`config.mk`:
```
export PLATFORM = sky130hd
export DESIGN_NAME = lcd_mode_timing_controller_core
export DESIGN_NICKNAME = d
export VERILOG_FILES = /design/src/rtl/lcdmt_pkg.sv /design/src/rtl/lcd_mode_timing_controller_core.sv
export SDC_FILE = /design/constraint.sdc
export NUM_CORES = 1
export LEC_CHECK = 0
export ABC_CLOCK_PERIOD_IN_PS = 18400
export BUFFER_PORTS_ARGS = -buffer_cell sky130_fd_sc_hd__buf_4
export CORE_UTILIZATION = 45
export DETAILED_ROUTE_END_ITERATION = 6
export GPL_ROUTABILITY_DRIVEN = 1
export SLEW_MARGIN = 30
export SYNTH_ARGS = -nofsm -noshare
export SYNTH_HDL_FRONTEND = slang
export SYNTH_SLANG_ARGS = --single-unit
```
`constraint.sdc`:
```
create_clock -name i_clk -period 18.4 [get_ports i_clk]
set_input_delay 1.84 -clock i_clk [delete_from_list [all_inputs] [get_ports i_clk]]
set_output_delay 1.84 -clock i_clk [all_outputs]
set_load 0.005 [all_outputs]
```
`src/rtl/lcdmt_pkg.sv`:
```
// shared types and timing constants for the lcd mode timing controller
package lcdmt_pkg;

    localparam int FRAME_W = 17;
    localparam int LCLK_W  = 10;
    localparam int RECIP_W = 16;

    localparam logic [FRAME_W-1:0] FRAME_CLOCKS = 17'd70224;
    localparam logic [FRAME_W-1:0] VBLANK_START = 17'd65664;
    localparam logic [8:0]         LINE_CLOCKS  = 9'd456;
    localparam int                 LINE_RECIP_I = 32'h0100_0000 / 456;
    localparam logic [RECIP_W-1:0] LINE_RECIP   = RECIP_W'(LINE_RECIP_I);
    localparam logic [LCLK_W-1:0]  OAM_END      = 10'd80;
    localparam logic [LCLK_W-1:0]  XFER_END     = 10'd252;

    typedef enum logic [1:0] {
        MODE_HBLANK = 2'd0,
        MODE_VBLANK = 2'd1,
        MODE_OAM    = 2'd2,
        MODE_XFER   = 2'd3
    } t_lcd_mode;

    typedef struct packed {
        logic [8:0] elapsed_clocks;
        logic       lcd_on;
        logic [7:0] compare_line;
        logic       compare_irq_enable;
        logic       oam_irq_enable;
        logic       hblank_irq_enable;
    } t_in_word;

    typedef struct packed {
        logic [7:0] line;
        logic [1:0] mode;
        logic       coincidence;
        logic       vblank_irq;
        logic       status_irq;
        logic       draw_line_request;
        logic       blank_screen;
    } t_out_word;

endpackage

```
`src/rtl/lcd_mode_timing_controller_core.sv`:
```
// lcd mode timing controller: frame/line clocks, mode sequencing and interrupts
//
//   channel | valid      | ready       | word
//   --------+------------+-------------+--------------
//   input   | i_in_valid | o_in_ready  | i_in_word
//   output  | o_out_valid| i_out_ready | o_out_word
//
// one word per cycle while the output is not stalled; each word passes the input register, then the result register
// the timing state updates as a word moves from the input register to the result register
// a stalled output holds its word; the input register then fills and holds one word until the output drains
// reset (synchronous, active low) clears both clocks, mode, coincidence and last drawn line
module lcd_mode_timing_controller_core (
    input  logic                 i_clk,
    input  logic                 i_rst_n,
    input  logic                 i_in_valid,
    output logic                 o_in_ready,
    input  lcdmt_pkg::t_in_word  i_in_word,
    output logic                 o_out_valid,
    input  logic                 i_out_ready,
    output lcdmt_pkg::t_out_word o_out_word
);
    import lcdmt_pkg::*;

    logic                   r_in_valid;
    t_in_word               r_in;
    logic                   r_out_valid;
    t_out_word              r_out;

    logic [FRAME_W-1:0]     r_frame;
    logic [LCLK_W-1:0]      r_line_clk;
    t_lcd_mode              r_mode;
    logic                   r_coin;
    logic [7:0]             r_last_drawn;

    logic [FRAME_W-1:0]     n_frame;
    logic [LCLK_W-1:0]      n_line_clk;
    t_lcd_mode              n_mode;
    logic                   n_coin;
    logic [7:0]             n_last_drawn;
    t_out_word              n_out;

    logic                   advance;
    logic [8:0]             el;
    logic [FRAME_W-1:0]     fsum;
    logic                   wrap;
    logic [LCLK_W-1:0]      lc_base;
    logic [LCLK_W-1:0]      lsum;
    logic [FRAME_W+RECIP_W-1:0] prod;
    logic [7:0]             line;

    assign advance    = r_in_valid && (!r_out_valid || i_out_ready);
    assign o_in_ready = !r_in_valid || advance;

    always_comb begin
        el      = (r_in.elapsed_clocks > LINE_CLOCKS) ? LINE_CLOCKS : r_in.elapsed_clocks;
        fsum    = r_frame + FRAME_W'(el);
        wrap    = (fsum >= FRAME_CLOCKS);
        n_frame = wrap ? (fsum - FRAME_CLOCKS) : fsum;
        lc_base = wrap ? n_frame[LCLK_W-1:0] : r_line_clk;
        prod    = FRAME_W'(n_frame) * LINE_RECIP;
        line    = prod[31:24];
        lsum    = lc_base + LCLK_W'(el);

        n_coin       = r_coin;
        n_mode       = r_mode;
        n_line_clk   = lc_base;
        n_last_drawn = r_last_drawn;
        n_out        = '0;
        n_out.line   = line;

        // coincidence only tracked while the display is on
        if (r_in.lcd_on) begin
            if (line == r_in.compare_line) begin
                if (!r_coin) begin
                    n_coin = 1'b1;
                    n_out.status_irq = r_in.compare_irq_enable;
                end
            end else begin
                n_coin = 1'b0;
            end
        end

        if (n_frame >= VBLANK_START) begin
            if (r_mode != MODE_VBLANK) begin
                n_mode = MODE_VBLANK;
                n_out.vblank_irq   = 1'b1;
                n_out.blank_screen = !r_in.lcd_on;
            end
        end else begin
            n_line_clk = (lsum >= LCLK_W'(LINE_CLOCKS)) ? (lsum - LCLK_W'(LINE_CLOCKS)) : lsum;
            priority if (n_line_clk <= OAM_END) begin
                if (r_mode != MODE_OAM) begin
                    n_mode = MODE_OAM;
                    if (r_in.oam_irq_enable) n_out.status_irq = 1'b1;
                end
            end else if (n_line_clk <= XFER_END) begin
                n_mode = MODE_XFER;
            end else begin
                if (r_mode != MODE_HBLANK) begin
                    if (r_in.lcd_on && (r_last_drawn != line)) begin
                        n_last_drawn = line;
                        n_out.draw_line_request = 1'b1;
                    end
                    n_mode = MODE_HBLANK;
                    if (r_in.hblank_irq_enable) n_out.status_irq = 1'b1;
                end
            end
        end

        n_out.mode        = n_mode;
        n_out.coincidence = n_coin;
    end

    always_ff @(posedge i_clk) begin
        if (!i_rst_n) begin
            r_in_valid   <= 1'b0;
            r_out_valid  <= 1'b0;
            r_frame      <= '0;
            r_line_clk   <= '0;
            r_mode       <= MODE_HBLANK;
            r_coin       <= 1'b0;
            r_last_drawn <= '0;
        end else begin
            if (o_in_ready) begin
                r_in_valid <= i_in_valid;
            end
            if (advance) begin
                r_out_valid  <= 1'b1;
                r_frame      <= n_frame;
                r_line_clk   <= n_line_clk;
                r_mode       <= n_mode;
                r_coin       <= n_coin;
                r_last_drawn <= n_last_drawn;
            end else if (i_out_ready) begin
                r_out_valid  <= 1'b0;
            end
        end
    end

    always_ff @(posedge i_clk) begin
        if (o_in_ready && i_in_valid) begin
            r_in <= i_in_word;
        end
        if (advance) begin
            r_out <= n_out;
        end
    end

    assign o_out_valid = r_out_valid;
    assign o_out_word  = r_out;

`ifndef SYNTHESIS
    a_frame_range: assert property (@(posedge i_clk) disable iff (!i_rst_n)
        r_frame < FRAME_CLOCKS) else $error("frame clock out of range");

    a_line_clk_range: assert property (@(posedge i_clk) disable iff (!i_rst_n)
        r_line_clk < LCLK_W'(LINE_CLOCKS)) else $error("line clock out of range");

    a_vblank_mode: assert property (@(posedge i_clk) disable iff (!i_rst_n)
        o_out_valid && o_out_word.vblank_irq |-> o_out_word.mode == MODE_VBLANK)
        else $error("vblank interrupt outside vblank");

    a_draw_in_hblank: assert property (@(posedge i_clk) disable iff (!i_rst_n)
        o_out_valid && o_out_word.draw_line_request |-> o_out_word.mode == MODE_HBLANK)
        else $error("draw request outside hblank");

    a_blank_with_vblank: assert property (@(posedge i_clk) disable iff (!i_rst_n)
        o_out_valid && o_out_word.blank_screen |-> o_out_word.vblank_irq)
        else $error("blank screen without vblank entry");

    a_advance_fills_out: assert property (@(posedge i_clk) disable iff (!i_rst_n)
        advance |=> o_out_valid) else $error("result register not filled");
`endif

endmodule

```
==> metrics <==
top-count cell post-synth=inv_1; max cap viols=0; Met3 Routed Length=between 900 and 1000 um; reg2reg path depth=44; total track usage=a little under a quarter; IO buf count=41; fin. max-slew vios=0; hpwl dp=just under 20000 um; Critical R2R Capture=r_last_drawn[1]; top post-synthesis cells by area=fa_1 18%, ha_1 14%, edfxtp_1 11%, dfxtp_1 8.1%, inv_1 7.0%; worst endpoint data arrival time=between 10000 and 15000 ps; post-cts repair resize count=0; Yosys top cell area share=18.3%; CTS buffer count=9; warnings from Yosys=0; metal2 WL=11300 um; # placed instances=1386; CTS tree=yes; average size of a mapped cell=about 9.0 um^2; Sw Share=between 40% and 50%; Worst Hold Class=reg2reg; Clock Skew=9.39 ps; number of global-route vias before repair=just under 8k; initial antenna violation count=0; part of the power in registers=around 14%; WL final=24200 um; Top Ports=42; Layout area overhead=8.89%; CTS Buffer Depth=2; H-tree levels=3; distinct cell type count after synthesis=93; Core ar.=0.0212 mm^2; drt initial violations=approximately 500; Die X-Extent=about 150 um; die area=0.0225 mm^2; placed cell areas=between 0.01 and 0.015 mm^2; share of cells above drive strength 1=9.49%; Die Height=150 um; Top FF cell, synth=dfxtp_1; post-route ant nets=0; WL/cell=about 17 um; Setup crit start kind=flip-flop; Tmin final=12540 ps; setup TNS=0 ps; Crit path required time=approximately 19000 ps; Sink Count=76; DRC=0; Sw Pwr=661 uW; hold_ws=461 ps; unrepaired setup endpoints after global routing=false; Setup Viol. Count Final=0; Post-CTS Setup Inserts=0; VDD IR-drop max=roughly 0.15 mV; routability congestion estimate=roughly 0.97; Post-synth EDFFs=36; Static Leakage=0.00502 uW; Antenna Cells=0; Crit. End Element=flip-flop; Pint=approximately 700 uW; Comb power frac=approximately 72%; M1 WL=about 12000 um; GRT overflow=0; clk_lat worst skew=roughly 350 ps; fin cells=roughly 1.4k; post-synthesis sequential area ratio=19.1%; hold wc startpoint=r_line_clk[5]; worst hold endpoint=r_line_clk[5]; Clock transition at path regs=roughly 70 ps; Starting Density=between 40% and 50%; most instantiated cells after synthesis=183 x inv_1, 112 x ha_1, 97 x nor2_1, 90 x fa_1, 78 x nand2_1; Crit-path slowest cell=xor2_1; worst slew pin tran=926 ps; PD cells=about 130 mW/mm^2; vias after detailed routing=about 7.8k; Crit Path Class=reg2reg; Rows=53; max incr delay on CP=a little over 700 ps; TritonRoute pass-1 iters=6; FF-to-FF setup slack=approximately 5900 ps; Max transition margin=38.0%; outcome=completed; Reg2Reg Launch Point=r_in[17]; Hold Vio Cnt, Final=0; pre-CTS setup slack=5910 ps; syn nets=between 1k and 1.5k; CP Max Fanout=12; hold buffer count at cts=0; Root Buffer=clkbuf_16; Net count, final=1349; top routing layer used=met4; top cell type by total area after synthesis=fa_1; Clk pwr share=13.4%; FF+latch count, synth=76; hold path depth=2; drt via density=about 5.5; maximum clock frequency=about 0.080 GHz; first-pass GRT wire length=approximately 40000 um; synthesized area=around 0.0098 mm^2; largest net degree at the start of global routing=32; final worst-path setup slack=a little under 6000 ps; Gate Count Post-Synth=approximately 1.1k; period utilization=approximately two thirds; final instance area=approximately 0.011 mm^2; fraction of registers with async set/reset=0%
[state kept, by name (all words and copies together), names as in the netlist]
signal	count
o_out_valid	1
o_out_word	15
r_coin	1
r_frame	17
r_in	21
r_in_valid	1
r_last_drawn	8
r_line_clk	10
r_mode	2
[per-layer routing]
metal / GRT usage (%) / vias up
met5: 0 / -
met4: 3.94 / 0
met3: 2.84 / 19
met2: 37.1 / 172
met1: 33.0 / 3759
li1: - / 3829
[logic make-up (layout without fill, tap and decap cells)]
| family | Yosys count | count (layout) | share of synthesized area [%] |
|---|---|---|---|
| simple gates | 297 | 297 | 14.5 |
| compound gates | 229 | 229 | 18.1 |
| buf+inv | 216 | 249 | 8.35 |
| fa+ha+maj | 202 | 202 | 32.5 |
| flops | 76 | 76 | 19.1 |
| xor+xnor | 57 | 57 | 5.67 |
| mux | 17 | 17 | 1.73 |
[placed cells by master (no fill, tap or decap), types with 9 or more instances in the layout]
| cell | n |
|---|---|
| nor3_1 | 17 |
| ha_1 | 112 |
| and2_1 | 17 |
| fa_1 | 90 |
| nand4_1 | 13 |
| o21ai_0 | 27 |
| mux2i_1 | 17 |
| a21oi_1 | 48 |
| a211oi_1 | 18 |
| a21o_1 | 11 |
| o211ai_1 | 17 |
| xor2_1 | 23 |
| nand2b_1 | 10 |
| clkbuf_16 | 9 |
| nand3_1 | 20 |
| xnor2_1 | 30 |
| dfxtp_1 | 40 |
| nand2_1 | 78 |
| edfxtp_1 | 36 |
| inv_1 | 182 |
| buf_4 | 48 |
| nor2_1 | 97 |
[how the worst max path moves through the flow]
stage / endpoint / start / cells after the start / slack (ps)
4_1_cts: r_last_drawn[3] / r_in[17] / 42 / 5860
6_report: r_last_drawn[1] / r_in[17] / 44 / 5860
5_1_grt: r_last_drawn[6] / r_in[17] / 44 / 4740
3_3_place_gp: r_last_drawn[0] / r_in[17] / 42 / 6130
2_1_floorplan: r_last_drawn[0] / r_in[17] / 44 / 7530
3_5_place_dp: r_last_drawn[6] / r_in[17] / 44 / 5910
[critical path, delay by kind of cell, from the launching register on]
kind	cells	cell delay [ps]
mux	2	470
simple gates	13	3050
compound gates	11	3570
fa+ha+maj	8	3060
flops	1	440
xor+xnor	5	1580
buf+inv	5	300
[through the flow]
stage	utilization, %	total power, uW
after CTS	50.5	1390
final	50.5	1360
after global placement	49.1	1180
after global routing	50.5	1570
after detailed placement	49.1	1200
after floorplan	-	944
[power by group through the flow]
stage | Sequential [uW] | Clock, uW | Combinational, uW
6_report | 196 | 182 | 980
2_1_floorplan | 197 | 0 | 746
3_3_place_gp | 200 | 0 | 977
3_5_place_dp | 200 | 0 | 1000
5_1_grt | 197 | 192 | 1180
4_1_cts | 196 | 184 | 1010
[layout make-up]
class / instances / area [um^2]
clock buffer: 9 / 225
sequential: 76 / 1880
tap: 275 / 344
clock inverter: 7 / 71.3
fill: 2042 / 10500
inverter: 185 / 694
multi-input combinational: 802 / 7140
timing repair buffer: 48 / 360
No activity file was read; power rests on OpenSTA's default activity.
